--- src/hdl/kac_pkg.sv ---
`timescale 1ns / 1ps
// ----------------------------------------------------------------------------
// kac_pkg
// Shared types and keyword tables for the keyword alert classifier.
// ----------------------------------------------------------------------------
package kac_pkg;

    localparam int NUM_CLASSES = 13;
    localparam int NUM_KW      = 20;
    localparam int HIST_LEN    = 21;
    localparam int WIN_LEN     = HIST_LEN + 1;

    typedef logic [7:0]             byte_t;
    typedef logic [3:0]             class_t;
    typedef logic [NUM_CLASSES-1:0] class_vec_t;
    typedef logic [WIN_LEN*8-1:0]   kw_text_t;
    typedef logic [4:0]             kw_len_t;

    // Control handed from the top level to every history cell
    typedef struct packed {
        logic clear;
        logic shift;
    } cell_ctrl_t;

    // Alert classes, in priority order (lowest code wins)
    localparam class_t CLS_ICMP   = 4'd0;
    localparam class_t CLS_HTTP   = 4'd1;
    localparam class_t CLS_DNS    = 4'd2;
    localparam class_t CLS_FTP    = 4'd3;
    localparam class_t CLS_SSH    = 4'd4;
    localparam class_t CLS_TELNET = 4'd5;
    localparam class_t CLS_LOGIN  = 4'd6;
    localparam class_t CLS_SYN    = 4'd7;
    localparam class_t CLS_FIN    = 4'd8;
    localparam class_t CLS_RST    = 4'd9;
    localparam class_t CLS_SQL    = 4'd10;
    localparam class_t CLS_XSS    = 4'd11;
    localparam class_t CLS_TRAV   = 4'd12;

    // Keyword text, right aligned: the last character sits in bits [7:0]
    localparam kw_text_t KW_TEXT [NUM_KW] = '{
        "icmp", "http", "dns", "ftp", "ssh", "telnet",
        "login failed", "authentication failure",
        "syn", "fin", "rst",
        "select", "drop", "insert", "update",
        "<script", "alert(", "onerror=",
        "../", "/etc/passwd"
    };

    localparam kw_len_t KW_LEN [NUM_KW] = '{
        5'd4, 5'd4, 5'd3, 5'd3, 5'd3, 5'd6,
        5'd12, 5'd22,
        5'd3, 5'd3, 5'd3,
        5'd6, 5'd4, 5'd6, 5'd6,
        5'd7, 5'd6, 5'd8,
        5'd3, 5'd11
    };

    localparam class_t KW_CLASS [NUM_KW] = '{
        CLS_ICMP, CLS_HTTP, CLS_DNS, CLS_FTP, CLS_SSH, CLS_TELNET,
        CLS_LOGIN, CLS_LOGIN,
        CLS_SYN, CLS_FIN, CLS_RST,
        CLS_SQL, CLS_SQL, CLS_SQL, CLS_SQL,
        CLS_XSS, CLS_XSS, CLS_XSS,
        CLS_TRAV, CLS_TRAV
    };

    // Code letter per class; two-letter codes keep only the first letter
    localparam byte_t CLASS_LETTER [NUM_CLASSES] = '{
        "I", "H", "D", "F", "S", "T", "L", "S", "F", "R", "Q", "X", "U"
    };

endpackage

--- src/hdl/kac_cell.sv ---
`timescale 1ns / 1ps
// ----------------------------------------------------------------------------
// kac_cell
// One byte of the history window; takes its neighbor's byte on a shift.
// ----------------------------------------------------------------------------
module kac_cell
(
    input  logic               clk,
    input  logic               rst_n,
    input  kac_pkg::cell_ctrl_t ctrl,
    input  kac_pkg::byte_t     din,
    output kac_pkg::byte_t     dout
);

    kac_pkg::byte_t data_reg;
    kac_pkg::byte_t data_next;

    // Clear at chunk end wins over a shift
    always_comb
    begin
        data_next = data_reg;
        if (ctrl.clear)
        begin
            data_next = '0;
        end
        else if (ctrl.shift)
        begin
            data_next = din;
        end
    end

    always_ff @(posedge clk or negedge rst_n)
    begin
        if (!rst_n)
        begin
            data_reg <= '0;
        end
        else
        begin
            data_reg <= data_next;
        end
    end

    assign dout = data_reg;

endmodule

--- src/hdl/kac_match.sv ---
`timescale 1ns / 1ps
// ----------------------------------------------------------------------------
// kac_match
// Parallel keyword comparators over the current byte and the history cells.
// ----------------------------------------------------------------------------
module kac_match
(
    input  kac_pkg::byte_t                           cur_byte,
    input  logic [kac_pkg::HIST_LEN-1:0][7:0]        hist,
    output kac_pkg::class_vec_t                      hits
);

    kac_pkg::byte_t win [kac_pkg::WIN_LEN];

    // Window newest first: slot 0 is the incoming byte
    always_comb
    begin
        win[0] = cur_byte;
        for (int i = 1; i < kac_pkg::WIN_LEN; i++)
        begin
            win[i] = hist[i-1];
        end
    end

    // Each keyword must end at the incoming byte
    always_comb
    begin
        logic kw_hit;
        hits = '0;
        for (int k = 0; k < kac_pkg::NUM_KW; k++)
        begin
            kw_hit = 1'b1;
            for (int i = 0; i < kac_pkg::WIN_LEN; i++)
            begin
                if (i < int'(kac_pkg::KW_LEN[k]))
                begin
                    if (win[i] != kac_pkg::KW_TEXT[k][8*i +: 8])
                    begin
                        kw_hit = 1'b0;
                    end
                end
            end
            if (kw_hit)
            begin
                hits[kac_pkg::KW_CLASS[k]] = 1'b1;
            end
        end
    end

endmodule

--- src/hdl/keyword_alert_classifier.sv ---
`timescale 1ns / 1ps
// ----------------------------------------------------------------------------
// keyword_alert_classifier
// Keyword matcher over log chunks with a shifting row of history cells.
// ----------------------------------------------------------------------------
// Usage:
//   Text enters one byte per transfer on text_byte/chunk_end (text_valid,
//   text_ready). Letters fold to lower case and shift into a row of 21 byte
//   cells; twenty keyword comparators check the row plus the new byte in
//   the same cycle and set per-class found flags. A zero byte stops matching
//   until the chunk ends.
//   The transfer that carries chunk_end emits at most one alert on
//   alert_class/alert_letter (alert_valid, alert_ready): the found class
//   with the lowest code. It appears in the cycle after that transfer;
//   chunks with no class found give no alert. Cells and flags clear then.
//   Throughput is one byte per cycle unless stalled; the comparator row is
//   combinational. One output register holds a pending alert; text_ready
//   stays high unless that register is full and alert_ready is low, so a
//   stalled receiver only holds back input while an alert waits.
//   Reset clears the cells, the flags, the terminator mark and the output.
// ----------------------------------------------------------------------------
module keyword_alert_classifier
(
    input  logic           clk,
    input  logic           rst_n,
    input  logic           text_valid,
    output logic           text_ready,
    input  logic [7:0]     text_byte,
    input  logic           chunk_end,
    output logic           alert_valid,
    input  logic           alert_ready,
    output logic [3:0]     alert_class,
    output logic [7:0]     alert_letter
);

    logic                              accept;
    logic                              match_en;
    kac_pkg::byte_t                    folded;
    logic [kac_pkg::HIST_LEN-1:0][7:0] hist;
    kac_pkg::class_vec_t               hits;
    kac_pkg::class_vec_t               found_now;
    kac_pkg::cell_ctrl_t               cell_ctrl;
    kac_pkg::class_t                   top_class;

    kac_pkg::class_vec_t found_reg;
    kac_pkg::class_vec_t found_next;
    logic                seen_term_reg;
    logic                seen_term_next;
    logic                alert_valid_reg;
    logic                alert_valid_next;
    kac_pkg::class_t     alert_class_reg;
    kac_pkg::class_t     alert_class_next;
    kac_pkg::byte_t      alert_letter_reg;
    kac_pkg::byte_t      alert_letter_next;

    // Handshake
    assign text_ready = !alert_valid_reg || alert_ready;
    assign accept     = text_valid && text_ready;
    assign match_en   = !seen_term_reg && (text_byte != 8'd0);

    // Case folding
    assign folded = ((text_byte >= "A") && (text_byte <= "Z")) ?
                    (text_byte | 8'h20) : text_byte;

    // Cell control
    assign cell_ctrl.clear = accept && chunk_end;
    assign cell_ctrl.shift = accept && match_en;

    // History row: cell 0 holds the newest byte
    genvar gi;
    generate
        for (gi = 0; gi < kac_pkg::HIST_LEN; gi++)
        begin : g_cell
            if (gi == 0)
            begin : g_head
                kac_cell u_cell
                (
                    .clk  (clk),
                    .rst_n(rst_n),
                    .ctrl (cell_ctrl),
                    .din  (folded),
                    .dout (hist[gi])
                );
            end
            else
            begin : g_body
                kac_cell u_cell
                (
                    .clk  (clk),
                    .rst_n(rst_n),
                    .ctrl (cell_ctrl),
                    .din  (hist[gi-1]),
                    .dout (hist[gi])
                );
            end
        end
    endgenerate

    kac_match u_match
    (
        .cur_byte(folded),
        .hist    (hist),
        .hits    (hits)
    );

    assign found_now = match_en ? (found_reg | hits) : found_reg;

    // Priority pick: lowest class code wins
    always_comb
    begin
        top_class = '0;
        for (int c = kac_pkg::NUM_CLASSES - 1; c >= 0; c--)
        begin
            if (found_now[c])
            begin
                top_class = kac_pkg::class_t'(c);
            end
        end
    end

    // Next-state logic
    always_comb
    begin
        found_next        = found_reg;
        seen_term_next    = seen_term_reg;
        alert_valid_next  = alert_valid_reg;
        alert_class_next  = alert_class_reg;
        alert_letter_next = alert_letter_reg;

        if (alert_valid_reg && alert_ready)
        begin
            alert_valid_next = 1'b0;
        end

        if (accept)
        begin
            if (chunk_end)
            begin
                found_next     = '0;
                seen_term_next = 1'b0;
                if (found_now != '0)
                begin
                    alert_valid_next  = 1'b1;
                    alert_class_next  = top_class;
                    alert_letter_next = kac_pkg::CLASS_LETTER[top_class];
                end
            end
            else
            begin
                found_next = found_now;
                if (text_byte == 8'd0)
                begin
                    seen_term_next = 1'b1;
                end
            end
        end
    end

    // Control registers
    always_ff @(posedge clk or negedge rst_n)
    begin
        if (!rst_n)
        begin
            found_reg       <= '0;
            seen_term_reg   <= 1'b0;
            alert_valid_reg <= 1'b0;
        end
        else
        begin
            found_reg       <= found_next;
            seen_term_reg   <= seen_term_next;
            alert_valid_reg <= alert_valid_next;
        end
    end

    // Output payload
    always_ff @(posedge clk or negedge rst_n)
    begin
        if (!rst_n)
        begin
            alert_class_reg  <= '0;
            alert_letter_reg <= '0;
        end
        else
        begin
            alert_class_reg  <= alert_class_next;
            alert_letter_reg <= alert_letter_next;
        end
    end

    assign alert_valid  = alert_valid_reg;
    assign alert_class  = alert_class_reg;
    assign alert_letter = alert_letter_reg;

endmodule
--- config.mk ---
export PLATFORM = sky130hd
export DESIGN_NAME = keyword_alert_classifier
export DESIGN_NICKNAME = d
export VERILOG_FILES = /design/src/hdl/kac_pkg.sv /design/src/hdl/kac_cell.sv /design/src/hdl/kac_match.sv /design/src/hdl/keyword_alert_classifier.sv
export SDC_FILE = /design/constraint.sdc
export NUM_CORES = 1
export LEC_CHECK = 0
export BUFFER_PORTS_ARGS = -buffer_cell sky130_fd_sc_hd__buf_4
export CAP_MARGIN = 20
export CORE_ASPECT_RATIO = 0.75
export CORE_MARGIN = 4
export CORE_UTILIZATION = 68
export DETAILED_ROUTE_END_ITERATION = 10
export GPL_TIMING_DRIVEN = 0
export PLACE_DENSITY = 0.84
export SETUP_SLACK_MARGIN = 0.2
export SYNTH_ARGS = -nofsm -noshare
export SYNTH_HDL_FRONTEND = slang
export SYNTH_HIERARCHICAL = 1
export SYNTH_SLANG_ARGS = --single-unit
--- constraint.sdc ---
create_clock -name clk -period 8.9 [get_ports clk]
set_clock_uncertainty 0.2 [all_clocks]
set_input_delay 1.78 -clock clk [delete_from_list [all_inputs] [get_ports clk]]
set_output_delay 1.78 -clock clk [all_outputs]
set_load 0.01 [all_outputs]
After elaboration in Yosys (flattened, before gate mapping)
Memories as Yosys holds them, arrays and structs flattened. A register that Yosys moved wholly into a read port is not among the register bits.
Cells that the tools add are included.
Word-level totals
  logic and storage cells: 333
  memory bits (read-only): 128
  output and inout port bits: 14
  input bits: 13
  memories: 1
  register bits: 187
Cells by class
  muxes and demuxes: 196
  eq/ne operators: 90
  bitwise logic cells: 2
  magnitude comparators: 2
  reductions and logical operators: 17
Memories
  (name not given): depth 16, bits a word 8, rd ports 1, clocked after memory_dff 1, wr ports 0, line keyword_alert_classifier.sv:145  | alert_letter_next = kac_pkg::CLASS_LETTER[top_class];
Operator list (number)
  $ne A8 B7 Y1 const B: 80
  $mux W8: 42
  $mux W1: 138
  $ne A8 B6 Y1 const B: 10
  $mux W4: 13
  $mux W13: 2
  $or A13 B13 Y13: 1
  $reduce_bool A13 Y1: 1
  $ge A8 B7 Y1 const B: 1
  $le A8 B7 Y1 const B: 1
  $logic_not A8 Y1: 1
  $reduce_bool A8 Y1: 1
  $logic_and A1 B1 Y1: 6
  $mux W6: 1
  $not A4 Y5: 1
  $reduce_bool A2 Y1: 2
  $logic_not A1 Y1: 3
  $reduce_and A3 Y1: 1
  $reduce_and A2 Y1: 1
  $logic_or A1 B1 Y1: 1

Logic depth before layout (Yosys ltp)
  word-level depth: 43
  gate-level depth with buffers: 17
  gate-level depth less buffers: 17

Modules after synthesis
Netlist, hierarchy kept.
Modules (own cells, without submodules)
  kac_cell: area each 325.3 µm², cells an instance 26, instances 21, seq. area each 200.2 µm²
  keyword_alert_classifier: area each 1615.3 µm², cells an instance 169, instances 1, seq. area each 625.6 µm²
  kac_match: area each 1381.3 µm², cells an instance 204, instances 1, seq. area each 0.0 µm²

Worst setup path before layout
No wires, ideal clock.
  path kind: input port to flip-flop
  start point: input text_byte[0]
  end point: register alert_letter_reg[1], in the netlist alert_letter[1]
  data required time: 8.608 ns
  arrival: 4.972 ns
  path slack: 3.636 ns
  cell stages on the path: 16
  buffers on the path: 0
  library setup time: 0.092 ns
  cells stage by stage: a21o_1 -> a32oi_1 -> a31o_2 -> nor4bb_1 -> nand4_1 -> or4_1 -> o221ai_1 -> o211ai_1 -> mux2i_1 -> o221ai_2 -> a31oi_4 -> inv_1 -> ha_1 -> nor4_1 -> a21oi_2 -> o31ai_2
On the way
  elaborated cells between the ends (all ways): 166
  classes of those cells: order compare (2); eq/ne (10); mux (147); bitwise (2); reduce/logical (5)
RTL lines
  start, declared: line keyword_alert_classifier.sv:28  | input logic [7:0] text_byte,
  $ge A8 B7 Y1 or $le A8 B7 Y1 (tied branches): line keyword_alert_classifier.sv:62  | assign folded = ((text_byte >= "A") && (text_byte <= "Z")) ?
  $logic_and A1 B1 Y1 (*): line keyword_alert_classifier.sv:62
  $mux W6 (*): line keyword_alert_classifier.sv:62
  named net folded[5]: line keyword_alert_classifier.sv:38  | kac_pkg::byte_t folded;
  $ne A8 B7 Y1: line kac_match.sv:37  | if (win[i] != kac_pkg::KW_TEXT[k][8*i +: 8])
  $mux W1 (6 in a row): line kac_match.sv:37
  $mux W1 (3 in a row): line kac_match.sv:43  | if (kw_hit)
  $mux W1 (*): line kac_match.sv:43
  named net hits[10]: line keyword_alert_classifier.sv:40  | kac_pkg::class_vec_t hits;
  $or A13 B13 Y13 (*): line keyword_alert_classifier.sv:106  | assign found_now = match_en ? (found_reg | hits) : found_reg;
  $mux W13 (*): line keyword_alert_classifier.sv:106
  $mux W4 (*) (11 in a row): line keyword_alert_classifier.sv:114  | if (found_now[c])
  named net top_class[1]: line keyword_alert_classifier.sv:43  | kac_pkg::class_t top_class;
  $not A4 Y5 (not written as such) (*): line keyword_alert_classifier.sv:145
  end, declared: line keyword_alert_classifier.sv:53  | kac_pkg::byte_t alert_letter_reg;
The timed path passes the listed nets; every way through them passes the cells marked *.
A chain may end at the register's enable or synchronous reset.

Final worst setup path
  start point: input text_byte[0]
  end point: register alert_letter_reg[1], in the netlist alert_letter[1]
On the way
  cells in the longest elaborated chain, start to end: 37
  elaborated cells between the ends (all ways): 166
  classes of those cells: order compare (2); eq/ne (10); mux (147); bitwise (2); reduce/logical (5)
Ends and longest elaborated chain (line)
  $ge A8 B7 Y1 or $le A8 B7 Y1 (tied branches): keyword_alert_classifier.sv:62
  $logic_and A1 B1 Y1 (*): keyword_alert_classifier.sv:62
  $mux W6 (*): keyword_alert_classifier.sv:62
  named net folded[5]: keyword_alert_classifier.sv:38
  $ne A8 B7 Y1: kac_match.sv:37
  $mux W1 (22 in a row): kac_match.sv:37
  $mux W1 (*): kac_match.sv:43
  named net hits[6]: keyword_alert_classifier.sv:40
  $or A13 B13 Y13 (*): keyword_alert_classifier.sv:106
  $mux W13 (*): keyword_alert_classifier.sv:106
  $mux W4 (*) (7 in a row): keyword_alert_classifier.sv:114
  named net top_class[1]: keyword_alert_classifier.sv:43
  $not A4 Y5 (not written as such) (*): keyword_alert_classifier.sv:145
Marked as above.

==> metrics.yaml <==
outcome:
  outcome: "completed"
pwr:
  power.internal_uw: 1340
  worst_ir_drop_vdd_uv: 197
  power_density_nw_per_um2: 166
  p_sw_uw: 467
  power.share.switching_pct: 25.8
  p_seq_share_pct: 51.4
  p_leak_uw: 0.00532
  pwr-share-clk_pct: 40.2
  comb_power_share_pct: 8.4
yosys:
  yosys.area_share.adder_pct: 0.509
  synthArstFlopShare_pct: 100
  yosys.area_share.simple_pct: 23.0
  syn_area_sq_um: 9830
  synthMostInstantiatedCell: "nor2_1"
  synthTopCellsByArea: "dfrtp_1 49%, mux2i_1 18%, nor2_1 8.0%, buf_6 2.6%, nor4bb_1 1.5%"
  synth_common_cells: "210 x nor2_1, 193 x dfrtp_1, 172 x mux2i_1"
  synth_area_leader_cell: "dfrtp_1"
  synth_edf_count: 0
  synth_compound_area_share_pct: 5.69
  ys_seq_area_share_pct: 49.1
  synthMuxAreaShare_pct: 17.6
  synth_top_area_share_pct: 49.1
  synth_flop_cell: "dfrtp_1"
  synthXorXnorAreaFrac_pct: 0
  synth_top_family_by_area: "simple AND/OR/NAND/NOR gates"
  syn_area_per_cell_sq_um: 10.7
  synth_cell_types: 69
  syn_inst: 919
  yosys_warnings: 6
  synth-seq-cells: 193
finish:
  final_core_util_pct: 78.1
  area.growth.synth_to_final_pct: 10.7
  register_area_sq_um: 4830
  drive_gt1_share_pct: 11.6
  num_antenna_cells: 0
  design_area_sq_um: 10900
  multiInputGateArea_sq_um: 4610
  largest_register_ffs: 160
  fin_nets: 982
  num-fill-cells: 867
clock_tree:
  cts_tree: "done"
  clkTransAtPathRegs_ns: 0.07
  root_buffer: "clkbuf_16"
  cts_resized: 0
  cts_made_buffers: 17
  clk_latency_ns: 0.43
  cts_setup_buffers: 0
  cts_max_path_buffers: 2
  htree_levels: 4
  hold_buffers: 0
  cts_sinks: 193
worst_setup_path:
  crit_start: "text_byte[0]"
  crit_required_ns: 9.04
  crit_type: "input port to register"
  end_kind: "register"
  cpLargestDelayFamily: "simple AND/OR/NAND/NOR gates"
  max_stage_delay_ns: 0.77
  cp_cell_sequence: "buf_4, a21o_1, a32oi_1, a31o_2, nor4bb_1, nand4b_1, nor4_1, nand4_1, o22ai_1, nor2_1, o221ai_2, o221ai_2, a31oi_4, inv_1, ha_1, nor4_1, a21oi_2, o31ai_2"
  start_kind: "input port"
  timing.critical_path.buf_inv: 2
  crit_fanout: 11
  arrival_ns: 6.22
  slowest_stage: "nor4bb_1"
  rr_startpoint: "g_cell[1].g_body.u_cell/dout[6]"
timing:
  setup-violations-final: 0
  fin_setup_tns_ns: 0
  rsz0062_at_grt: "no"
  hold_viol: 0
  period_needed_ns: 6.08
  fmax_ghz: 0.164
  worstMarginPinSlew_ns: 1.25
  relSlewSlack_pct: 15.2
  fin_crit_sh_pct: 68.3
  maxSlewViolCount: 0
global_route:
  grt_pass1_vias: 7762
  grt_overflow: 0
  grt_max_degree: 105
  grtUsageMet1_pct: 45.9
  grt-busiest-layer: "met2"
  grt.met3_usage_pct: 4.80
  grt_pass1_wl_mm: 41.3
  antenna_found_initial: 0
  use_met2_pct: 48.3
  gr-usage-all-layers_pct: 31.3
placed_design:
  port_buffers: 24
  placed_area_sq_um: 10300
  dp_hpwl_mm: 17.8
  gp_congestion: 0.922
flow_run:
  drv_cap: 0
routing:
  routedWlPerCell_um: 21.1
  drt_pre_antenna_iters: 7
  postRouteWirelength_mm: 24.7
  drt_iter0_markers: 868
  detail-route-antenna-nets: 0
  drc: 0
  vias_per_cell: 6.49
  vias: 7614
die:
  rows: 37
  io_pins: 27
  dieHeight_um: 112
  core_area_sq_um: 13900
  dieArea_sq_um: 16500
  fp.dieW_um: 147
  start_util_pct: 70.5
worst_hold_path:
  hold_class: "register to register"
  hp-start: "alert_letter[2]"
-- final timing paths --
path / endpoint / slack [ns] / depth (start not counted)
max in group asynchronous: g_cell[4].g_body.u_cell/dout[6] / 6.43 / 2
min in group asynchronous: g_cell[16].g_body.u_cell/dout[1] / 1.15 / 1
worst max register to register: alert_letter[1] / 4.08 / 13
worst min register to register: alert_letter[2] / 0.29 / 2
worst min-delay path: alert_letter[2] / 0.29 / 2
worst max-delay path: alert_letter[1] / 2.82 / 18
-- worst reg2reg max path: cells and delay by family (launching register included) --
family                   cells  cell delay (ns)
multiplexers                 1             0.19
AO/OA/AOI/OAI                6             0.91
AND/OR/NAND/NOR              4             2.53
buffers and inverters        1             0.12
adder cells (fa/ha/maj)      1             0.36
flip-flops                   1             0.41
-- placed cells by master (no fill, tap or decap), drive strengths merged, types with 4 or more instances in the layout --
cell / netlist / final
a21o: 8 / 8
a21oi: 25 / 25
and2: 4 / 4
and3: 4 / 4
and4b: 5 / 5
buf: 47 / 73
clkbuf: 1 / 22
dfrtp: 193 / 193
ha: 4 / 4
inv: 9 / 15
mux2i: 172 / 172
nand2: 26 / 26
nand2b: 12 / 12
nand3: 17 / 17
nand3b: 7 / 7
nand4: 22 / 22
nand4b: 10 / 10
nor2: 210 / 210
nor2b: 12 / 12
nor3: 15 / 15
nor3b: 4 / 4
nor4: 24 / 24
nor4b: 10 / 10
nor4bb: 15 / 15
o211ai: 5 / 5
o21ai: 8 / 8
or4: 9 / 9
or4b: 4 / 4
-- logic make-up after synthesis --
family,count (synthesis)
buffers and inverters,57
multiplexers,173
other,1
AND/OR/NAND/NOR,422
AO/OA/AOI/OAI,69
flip-flops,193
adder cells (fa/ha/maj),4
-- power by group through the flow --
stage	clock network, uW	registers, uW	logic (uW)
after floorplan	0	934	96.6
after global placement	0	945	140
after detailed placement	0	947	150
after CTS	735	930	151
after global routing	778	934	165
final	728	932	152
-- per-layer routing --
metal / vias to the layer above / wire, um / share of wire [%]
met5: - / 0 / 0
met4: 0 / 569 / 2.3
met3: 53 / 1760 / 7.1
met2: 360 / 11400 / 46
met1: 3797 / 11000 / 45
li1: 3404 / - / -
-- metrics by stage --
stage	setup WS [ns]	total power, uW	hold slack, ns	std cells
2_1_floorplan	3.64	1030	0.277	920
3_3_place_gp	2.58	1090	0.252	1139
3_5_place_dp	2.59	1100	0.284	1141
4_1_cts	2.98	1820	0.299	1173
5_1_grt	2.66	1880	0.326	1173
6_report	2.82	1810	0.290	1173
-- cell type report --
| class | instances | area share [%] |
|---|---|---|
| flip-flops and latches | 193 | 44.4 |
| inverters | 9 | 0.310 |
| clock buffers | 21 | 4.32 |
| plain buffers | 48 | 3.32 |
| multi-input cells | 670 | 42.3 |
| clock inverters | 11 | 0.839 |
| repair buffers | 26 | 2.23 |
| well taps | 195 | 2.24 |
Power figures use the tool's default switching activity.
